**src/sv/pba_pkg.sv**
```systemverilog
`timescale 1ns / 1ps
// ----------------------------------------------------------------------------
// pba_pkg
// Shared types and constants of the page bitmap allocator.
// ----------------------------------------------------------------------------
package pba_pkg;

   localparam int MAX_PAGES      = 32768;
   localparam int PAGE_BYTES     = 256;
   localparam int BITS_PER_PAGE  = 2;

   localparam int WORD_W         = 32;
   localparam int ADDR_W         = 32;
   localparam int REQ_W          = 24;
   localparam int PAGES_REG_W    = 16;
   localparam int CSR_IDX_W      = 4;

   localparam int MARKS_PER_WORD = WORD_W / BITS_PER_PAGE;
   localparam int LANE_W         = $clog2(MARKS_PER_WORD);
   localparam int MAP_WORDS      = (MAX_PAGES + MARKS_PER_WORD - 1) / MARKS_PER_WORD;
   localparam int MAP_AW         = $clog2(MAP_WORDS);
   localparam int PIDX_W         = MAP_AW + LANE_W;
   localparam int CNT_W          = $clog2(MAX_PAGES + 1);
   localparam int PAGE_SHIFT     = $clog2(PAGE_BYTES);
   localparam int NEED_W         = REQ_W - PAGE_SHIFT + 1;
   localparam int POFF_W         = ADDR_W - PAGE_SHIFT;

   localparam logic [BITS_PER_PAGE-1:0] MARK_USED = 2'b01;
   localparam logic [BITS_PER_PAGE-1:0] MARK_LAST = 2'b10;

   typedef enum logic [1:0] {
      CMD_ALLOC = 2'd0,
      CMD_READ  = 2'd1,
      CMD_WRITE = 2'd2
   } cmd_type;

   typedef enum logic [CSR_IDX_W-1:0] {
      CSR_REGION_BASE  = 4'd0,
      CSR_REGION_PAGES = 4'd1
   } csr_index_type;

   typedef enum logic [2:0] {
      ST_CLEAR,
      ST_IDLE,
      ST_SCAN,
      ST_MARK_PREP,
      ST_MARK,
      ST_PAGE,
      ST_DONE
   } state_type;

   typedef struct packed {
      logic [1:0]               cmd;
      logic [ADDR_W-1:0]        address;
      logic [REQ_W-1:0]         request_bytes;
      logic [BITS_PER_PAGE-1:0] new_bits;
   } req_type;

   typedef struct packed {
      logic [ADDR_W-1:0]        result_address;
      logic                     ok;
      logic [BITS_PER_PAGE-1:0] page_bits;
   } rsp_type;

   typedef struct packed {
      logic              hit;
      logic [LANE_W-1:0] lane;
      logic [CNT_W-1:0]  carry;
   } scan_result_type;

endpackage

```
**src/sv/pba_word_scan.sv**
```systemverilog
`timescale 1ns / 1ps
// ----------------------------------------------------------------------------
// pba_word_scan
// Checks one map word for the top-down first-fit run, given the free run
// carried in from the words above; returns hit lane and carry to the next word.
// ----------------------------------------------------------------------------
module pba_word_scan import pba_pkg::*; (
   input  logic [WORD_W-1:0]         map_word,
   input  logic [MARKS_PER_WORD-1:0] lane_mask,
   input  logic [CNT_W-1:0]          carry,
   input  logic [CNT_W-1:0]          need,
   output scan_result_type           result
);

   logic [MARKS_PER_WORD-1:0] free;
   logic [MARKS_PER_WORD-1:0] full;
   logic [MARKS_PER_WORD-1:0] win;
   logic [MARKS_PER_WORD-1:0] hit;
   logic [CNT_W-1:0]          trail;

   always_comb begin
      for (int j = 0; j < MARKS_PER_WORD; j++) begin
         free[j] = lane_mask[j] & ~map_word[j*BITS_PER_PAGE];
      end
      for (int j = 0; j < MARKS_PER_WORD; j++) begin
         full[j] = 1'b1;
         win[j]  = 1'b1;
         for (int k = 0; k < MARKS_PER_WORD; k++) begin
            if (k >= j) begin
               full[j] = full[j] & free[k];
               if ((k - j) < int'(need)) begin
                  win[j] = win[j] & free[k];
               end
            end
         end
         if (32'(need) <= 32'(MARKS_PER_WORD - j)) begin
            hit[j] = win[j];
         end else begin
            hit[j] = full[j] && ((32'(carry) + 32'(MARKS_PER_WORD - j)) >= 32'(need));
         end
      end

      result.hit  = |hit;
      result.lane = '0;
      for (int j = 0; j < MARKS_PER_WORD; j++) begin
         if (hit[j]) begin
            result.lane = LANE_W'(j);
         end
      end

      trail = CNT_W'(MARKS_PER_WORD);
      for (int j = MARKS_PER_WORD - 1; j >= 0; j--) begin
         if (!free[j]) begin
            trail = CNT_W'(j);
         end
      end
      result.carry = full[0] ? CNT_W'(32'(carry) + 32'(MARKS_PER_WORD)) : trail;
   end

endmodule

```
**config.mk**
```make
export PLATFORM = sky130hd
export DESIGN_NAME = pba_word_scan
export DESIGN_NICKNAME = d
export VERILOG_FILES = /design/src/sv/pba_pkg.sv /design/src/sv/pba_word_scan.sv
export SDC_FILE = /design/constraint.sdc
export NUM_CORES = 1
export LEC_CHECK = 0
export ABC_AREA = 1
export BUFFER_PORTS_ARGS = -buffer_cell sky130_fd_sc_hd__buf_2
export CORE_ASPECT_RATIO = 1.2
export CORE_MARGIN = 2
export CORE_UTILIZATION = 30
export DETAILED_ROUTE_END_ITERATION = 6
export MAX_ROUTING_LAYER = met4
export RECOVER_POWER = 25
export SYNTH_ARGS = -nofsm -noshare
export SYNTH_HDL_FRONTEND = slang
export SYNTH_SLANG_ARGS = --single-unit
```
**constraint.sdc**
```tcl
create_clock -name vclk -period 7.2
set_input_delay 1.44 -clock vclk [all_inputs]
set_output_delay 1.44 -clock vclk [all_outputs]
set_load 0.03 [all_outputs]
```
### Word-level counts from Yosys, hierarchy flattened

Cells that the tools add are included.

* register bits: 0
* bits of input ports: 80
* output and inout bits: 21
* word-level logic and storage cells: 537

* $add $sub $neg: 16
* $lt $le $gt $ge: 48
* muxes and demuxes: 184
* bitwise operators: 272
* reduce and logical (&&, ||, !) cells: 17

Operators with widths (count)
* bitwise AND 1 bit: 256
* two-way mux 16 bit: 16
* >= comparator 17 x 16 -> 1 bit: 15
* two-way mux 1 bit: 153
* adder 16 x 4 -> 17 bit, second input constant: 8
* <= comparator 16 x 4 -> 1 bit, second input constant: 8
* < comparator 4 x 16 -> 1 bit, first input constant: 8
* adder 16 x 3 -> 17 bit, second input constant: 4
* <= comparator 16 x 3 -> 1 bit, second input constant: 4
* < comparator 3 x 16 -> 1 bit, first input constant: 4
* two-way mux 4 bit: 14
* adder 16 x 2 -> 17 bit, second input constant: 2
* >= comparator 32 x 16 -> 1 bit: 1
* <= comparator 16 x 2 -> 1 bit, second input constant: 2
* < comparator 1 x 16 -> 1 bit, first input constant: 2
* < comparator 2 x 16 -> 1 bit, first input constant: 2
* adder 16 x 1 -> 17 bit, second input constant: 1
* adder 16 x 5 -> 17 bit, second input constant: 1
* <= comparator 16 x 1 -> 1 bit, second input constant: 1
* <= comparator 16 x 5 -> 1 bit, second input constant: 1
* logical AND 1 bit: 16
* inverter 1 bit: 16
* OR reduction 16 bit: 1
* two-way mux 5 bit: 1

### Depth between registers and ports, before layout

Gate-level depths: netlist of the first run.

* depth after elaboration: 47
* mapped depth: 34
* depth with buffers taken out: 33

### Worst setup path before layout of the first run

OpenSTA, ideal clock, no wires.

* kind: input to output
* from: input carry[2]
* to: output result[16] (netlist name)
* data arrival time: 4.759 ns
* required time: 5.760 ns
* slack: 1.001 ns
* stages: 31
* path buffers: 1
* cell sequence: clkbuf_1 inv_1 ha_1 a21oi_1 inv_1 a21oi_1 nor2_1 nand2_1 xor2_1 ha_1 nand3_1 nor3_1 nand3_1 nor3b_1 nand3_1 nand2_1 nand2_1 nand2_1 nand2_1 nand2_1 nand2_1 nand2_1 nand2_1 nand2_1 nand2_1 nand2_1 nand2_1 nand2_1 nand2_1 nand2_1 nand2_1

RTL lines
* start, declared: RTL line pba_word_scan.sv:10 `input logic [CNT_W-1:0] carry,`
* end, declared: RTL line pba_word_scan.sv:12 `output scan_result_type result`

==> impl_metrics.ini, run 1 <==
[route]
drtIter0Drc = 1198
routed_via_count = 13600
route.detailed.wl_per_inst_um = 22.3
route.detailed.drc = 0
postRouteWirelength_um = 54900
drt_pass1_iterations = 5
vias_per_cell = 5.51
ant_nets = 0

[floorplan]
initial_utilization = 0.305
core_mm2 = 0.0360
die_width_um = 179
die_area_mm2 = 0.0382
number_of_cell_rows = 76
vertical_die_dimension_um = 214
floorplan.io_pins = 101

[global_routing]
antenna_found_initial = 0
first_global_vias = 13200
grt_first_pass_wirelength_um = 80200
globalRouteTotalUtil = 0.292
global_route.overflow_total = 0
largest_net_degree_at_the_start_of_global_routing = 18

[cells_and_area]
seq_area_um2 = 0
drive_gt1_frac = 0.128
combined_area_of_the_multi_input_logic_cells_mm2 = 0.00980
synth_to_layout_area_growth_pct = 14.9
diodes = 0
final.clkbuf_count = 0
layout.filler_cells = 4051
final_core_utilization = 0.350
final_net_count = 2316
design.seq.count = 0

[sta]
maximum_clock_rate_mhz = 145
rsz0062_at_grt = no
finalSetupViolations = 0
setup_total_negative_slack_ps = 0
period_needed_ps = 6910
slew-limit-headroom = 0.288
final-max-slew-violation-count = 0
final-hold-violation-count = 0
min_period_over_period = 0.959
max_slew.worst_pin.slew_ps = 1070

[synthesis]
syn_nets = 2151
synth.avg_cell_area_um2 = 5.99
post_synth_inst_count = 1834
post-synth-top-count-cell = sky130_fd_sc_hd__nand2_1
yosys.area.top_type_share = 0.270
synth.cell_area_mm2 = 0.0110
leading_post_synthesis_cells_by_instance_count = sky130_fd_sc_hd__nand2_1 (393), sky130_fd_sc_hd__inv_1 (242), sky130_fd_sc_hd__ha_1 (237)
synth-seq-area-share = 0
yosys.cell_types.count = 59
synthesis.yosys.warnings = 0
yosysTopAreaCell = sky130_fd_sc_hd__ha_1
netlist_top_cells_area = sky130_fd_sc_hd__ha_1 (27%), sky130_fd_sc_hd__nand2_1 (13%), sky130_fd_sc_hd__xor2_1 (12%), sky130_fd_sc_hd__inv_1 (8.3%), sky130_fd_sc_hd__nor2_1 (7.4%)

[setup_path]
crit_path_max_fanout = 14
worstPathCellList = buf_2 > buf_4 > ha_1 > a21oi_1 > inv_1 > nand2_1 > nand2_1 > o21ai_0 > inv_1 > ha_1 > a21oi_1 > o21ai_0 > a21oi_1 > nor2_1 > a211oi_1 > o311ai_0 > a21oi_1 > and3_1 > nand2_1 > nand2_1 > buf_2
arrival_ps = 5470
crit_path_top_delay_cell = sky130_fd_sc_hd__a21oi_1
setup.worst_path.class = input port to primary output
endpoint_type_of_the_worst_setup_path = primary output
critical_path.n_buffers_inverters = 5
path_delay_family = compound AO/OA/AOI/OAI gates
critical_path.max_stage_delay_ps = 630
timing.critical_path.required_ps = 5760
launching_element_type_of_the_critical_path = input port

[placed_design]
detailed_place_hpwl_um = 44800
finalWeightedCongestion = 1.10
placement.io_buffers = 85

[power]
cellLeakagePower_uw = 0.00676
ir_drop_uv = 23.3
p_per_area_mw_per_mm2 = 61.3

[worst_hold_path]
number_of_stages_on_the_worst_hold_path = 5
min_delay_worst_endpoint = result[0]
path_category_of_the_worst_min_delay_check = input port to primary output
min_from = map_word[0]

[clocking]
post_cts_buffers = 0
ctsHoldBuffers = 0
cts.repair.resized = 0

[run]
max_cap_viol_count = 0

[status]
result_of_the_run = complete, no violations
[power by group]
part / leakage (uW) / internal, uW / total [uW] / switching [uW]
clock: 0 / 0 / 0 / 0
sequential: 0 / 0 / 0 / 0
combinational: 0.00676 / 264 / 774 / 510
[cells by family (layout without fill, tap and decap cells)]
logic type / after synthesis / in the layout / synth area share
xor gates and xnor gates: 158 / 158 / 0.126
buffers and inverters: 295 / 458 / 0.109
and+or+nand+nor: 812 / 812 / 0.327
adders and majority gates: 237 / 237 / 0.270
AOI/OAI and AO/OA: 332 / 332 / 0.169
[stage by stage]
stage               hold WS (ps)  setup slack (ps)  total power (uW)  area [um2]  std cells
floorplan                   3150              1000               479       11000       1834
global placement            3410               466               740       12600       2465
detailed placement          3410               465               754       12600       2465
CTS                         3410               449               758       12600       2465
global route                3470              41.7               850       12600       2465
finish                      3440               293               774       12600       2465
[layout by cell type, fill, tap and decap left out, types with 3 or more instances in the layout]
cell	instances
sky130_fd_sc_hd__nand2_1	393
sky130_fd_sc_hd__inv_1	242
sky130_fd_sc_hd__ha_1	237
sky130_fd_sc_hd__nor2_1	216
sky130_fd_sc_hd__a21oi_1	160
sky130_fd_sc_hd__xor2_1	156
sky130_fd_sc_hd__buf_4	110
sky130_fd_sc_hd__o21ai_0	93
sky130_fd_sc_hd__buf_2	80
sky130_fd_sc_hd__nand3_1	64
sky130_fd_sc_hd__nand4_1	39
sky130_fd_sc_hd__nor3_1	29
sky130_fd_sc_hd__o22ai_1	15
sky130_fd_sc_hd__inv_2	13
sky130_fd_sc_hd__a211oi_1	13
sky130_fd_sc_hd__nor2_2	11
sky130_fd_sc_hd__nor4_1	11
sky130_fd_sc_hd__nand2_2	10
sky130_fd_sc_hd__nor2_4	9
sky130_fd_sc_hd__o211ai_1	9
sky130_fd_sc_hd__o221ai_1	6
sky130_fd_sc_hd__o21a_1	6
sky130_fd_sc_hd__nand2_4	5
sky130_fd_sc_hd__nand3b_1	5
sky130_fd_sc_hd__clkbuf_1	5
sky130_fd_sc_hd__clkinv_1	4
sky130_fd_sc_hd__o21bai_1	4
sky130_fd_sc_hd__a21oi_2	3
sky130_fd_sc_hd__a31oi_1	3
sky130_fd_sc_hd__nand3_4	3
sky130_fd_sc_hd__nand3_2	3
sky130_fd_sc_hd__and2_1	3
sky130_fd_sc_hd__a221oi_1	3
sky130_fd_sc_hd__and3_1	3
sky130_fd_sc_hd__a2111oi_0	3
sky130_fd_sc_hd__a21o_1	3
[how the worst max path moves through the flow]
stage	end	slack, ps	startpoint	cells after the start
floorplan	result[16]	1000	carry[2]	31
global placement	result[16]	470	carry[2]	34
detailed placement	result[16]	460	carry[9]	31
CTS	result[16]	450	carry[9]	31
global route	result[16]	40	carry[2]	34
finish	result[18]	290	carry[3]	21
[final cells by class]
cell class,count,share of cell area
inverter,263,0.0790
multi-input combinational,1539,0.776
tap,468,0.0464
timing repair buffer,195,0.0986
[layer usage]
layer  part of all wire  GRT usage  vias up
li1                   -          -     6433
met5                  0          -        -
met1               0.38      0.324     6226
met3              0.067     0.0317      241
met2               0.47      0.501      672
met4              0.077      0.178        0
No activity file was read; power rests on OpenSTA's default activity.
==> run 2, diff against run 1 <==
Settings changed: ABC_AREA 1 to 0.
==> impl_metrics.ini, run 2 <==
[route]
dr_wl_met3_um = 3670
drt-met1-wl_um = 19100
route.top_layer_used = met4
vias_per_cell = 6.01
route.detailed.drc = 0
postRouteWirelength_um = 47900
ant_nets = 0
routed-wl-met2_um = 21900
routed_via_count = 12000
drt_pass1_iterations = 5
route.detailed.wl_per_inst_um = 24.1
drtIter0Drc = 1166

[sta]
setup_total_negative_slack_ps = 0
maximum_clock_rate_mhz = 144
final-max-slew-violation-count = 0
min_period_over_period = 0.966
rsz0062_at_grt = no
max_slew.worst_pin.slew_ps = 991
hold_ws_ps = 3340
finalSetupViolations = 0
period_needed_ps = 6960
final-hold-violation-count = 0
slew-limit-headroom = 0.338

[cells_and_area]
design.seq.count = 0
layout.filler_cells = 3592
seq_area_um2 = 0
combined_area_of_the_multi_input_logic_cells_mm2 = 0.00965
most-common-layout-cells = sky130_fd_sc_hd__ha_1 (237), sky130_fd_sc_hd__nor2_1 (138), sky130_fd_sc_hd__nand2_1 (129)
diodes = 0
final_net_count = 1859
synth_to_layout_area_growth_pct = 14.6
drive_gt1_frac = 0.131
final.clkbuf_count = 0
final_common_cell = sky130_fd_sc_hd__ha_1

[synthesis]
synth-seq-area-share = 0
yosysTopAreaCell = sky130_fd_sc_hd__ha_1
synthesis.yosys.warnings = 0
syn_nets = 1741
netlist_top_cells_area = sky130_fd_sc_hd__ha_1 (29%), sky130_fd_sc_hd__xnor2_1 (8.8%), sky130_fd_sc_hd__xor2_1 (8.3%), sky130_fd_sc_hd__nor2_1 (5.1%), sky130_fd_sc_hd__a21oi_1 (5.1%)
yosys.cell_types.count = 74
synth.avg_cell_area_um2 = 7.08
yosys.area.top_type_share = 0.294
post-synth-top-count-cell = sky130_fd_sc_hd__ha_1
synth.cell_area_mm2 = 0.0101
post_synth_inst_count = 1424
leading_post_synthesis_cells_by_instance_count = sky130_fd_sc_hd__ha_1 (237), sky130_fd_sc_hd__nor2_1 (138), sky130_fd_sc_hd__nand2_1 (129)

[power]
ir_drop_uv = 27.3
net-switching-power_uw = 430
share_clk_of_total_power = 0
cell_internal_pwr_uw = 269
p_per_area_mw_per_mm2 = 60.5
cellLeakagePower_uw = 0.00524
power.share.combinational = 1.000
netSwitchingFraction = 0.615
share_seq_of_total_power = 0

[setup_path]
critical_path.startpoint = carry[7]
endpoint_type_of_the_worst_setup_path = primary output
crit_path_max_fanout = 10
arrival_ps = 5520
launching_element_type_of_the_critical_path = input port
setup.worst_path.class = input port to primary output
timing.critical_path.required_ps = 5760

[floorplan]
vertical_die_dimension_um = 205
initial_utilization = 0.304
floorplan.io_pins = 101
die_width_um = 171
core_mm2 = 0.0332
number_of_cell_rows = 73
die_area_mm2 = 0.0351

[placed_design]
finalWeightedCongestion = 1.04
placement.io_buffers = 85
detailed_place_hpwl_um = 37600

[worst_hold_path]
path_category_of_the_worst_min_delay_check = input port to primary output
min_from = map_word[4]

[global_routing]
antenna_found_initial = 0
largest_net_degree_at_the_start_of_global_routing = 21
globalRouteTotalUtil = 0.275
grt_first_pass_wirelength_um = 71400
first_global_vias = 11700
global_route.overflow_total = 0

[clocking]
ctsHoldBuffers = 0
post_cts_buffers = 0

[status]
result_of_the_run = complete, no violations

[run]
max_cap_viol_count = 0
run 2: cell types whose count changed in the layout (fill, tap and decap cells not counted), moves of 16 or more:
cell / change
sky130_fd_sc_hd__nand2_1: -264
sky130_fd_sc_hd__inv_1: -200
sky130_fd_sc_hd__xnor2_1: +99
sky130_fd_sc_hd__nor2_1: -78
sky130_fd_sc_hd__xor2_1: -61
sky130_fd_sc_hd__a21oi_1: -59
sky130_fd_sc_hd__a21o_1: +30
sky130_fd_sc_hd__nor2b_1: +30
sky130_fd_sc_hd__o21ai_0: -27
sky130_fd_sc_hd__nand3_1: -26
sky130_fd_sc_hd__nand2b_1: +24
sky130_fd_sc_hd__nand4_1: -16
run 2: metrics by stage:
step | worst slack [ps] | instances | cell area (um2) | power, uW | util
6_report | 244 | 1990 | 11600 | 699 | 0.348
2_1_floorplan | 455 | 1424 | 10100 | 439 | -
3_5_place_dp | 330 | 1990 | 11600 | 680 | 0.349
5_1_grt | 23.5 | 1990 | 11600 | 766 | 0.348
4_1_cts | 327 | 1990 | 11600 | 684 | 0.349
3_3_place_gp | 362 | 1990 | 11600 | 668 | 0.349
run 2: critical path, cell delays in order:
cell                       delay (ps)
sky130_fd_sc_hd__buf_2            200
sky130_fd_sc_hd__nand2_1          220
sky130_fd_sc_hd__nor2_1           200
sky130_fd_sc_hd__nand2_1          110
sky130_fd_sc_hd__or2_2            490
sky130_fd_sc_hd__nor2_1           210
sky130_fd_sc_hd__xor2_1           170
sky130_fd_sc_hd__ha_1             260
sky130_fd_sc_hd__and3_1           180
sky130_fd_sc_hd__nand3_1           70
sky130_fd_sc_hd__o21ai_0           80
sky130_fd_sc_hd__a211oi_1         260
sky130_fd_sc_hd__o21ai_0          200
sky130_fd_sc_hd__buf_4            190
sky130_fd_sc_hd__a41oi_1          340
sky130_fd_sc_hd__nand2_1          190
sky130_fd_sc_hd__nor4_1           330
sky130_fd_sc_hd__nand4_1          160
sky130_fd_sc_hd__buf_2            210
run 2: cell families after synthesis:
kind of cell | share of synthesized area
AO/OA/AOI/OAI | 0.243
XOR/XNOR | 0.170
adder cells (fa/ha/maj) | 0.294
buffers and inverters | 0.0439
AND/OR/NAND/NOR | 0.249
run 2: per-layer routing:
metal  global-route usage  up-vias
met2                0.453      652
met4                0.142        0
li1                     -     5478
met3               0.0249      170
met1                0.333     5664
met5                    -        -
run 2: power groups by stage:
stage          Combinational [uW]  Sequential (uW)  Clock [uW]
2_1_floorplan                 439                0           0
3_3_place_gp                  668                0           0
3_5_place_dp                  680                0           0
4_1_cts                       684                0           0
5_1_grt                       766                0           0
6_report                      699                0           0
run 2: final timing paths:
check	end	slack, ps	cells past startpoint
min	result[0]	3340	5
max	result[20]	240	19
run 2: final cells by class:
cell class / count / share of cell area
multi-input combinational: 1309 / 0.835
timing repair buffer: 186 / 0.102
tap: 450 / 0.0487
inverter: 45 / 0.0146
run 2: what timing repair did:
action                                  4_1_cts  5_1_grt
resized for setup                             0        2
endpoints found under the hold margin         0        0
endpoints found under the setup margin        0        1
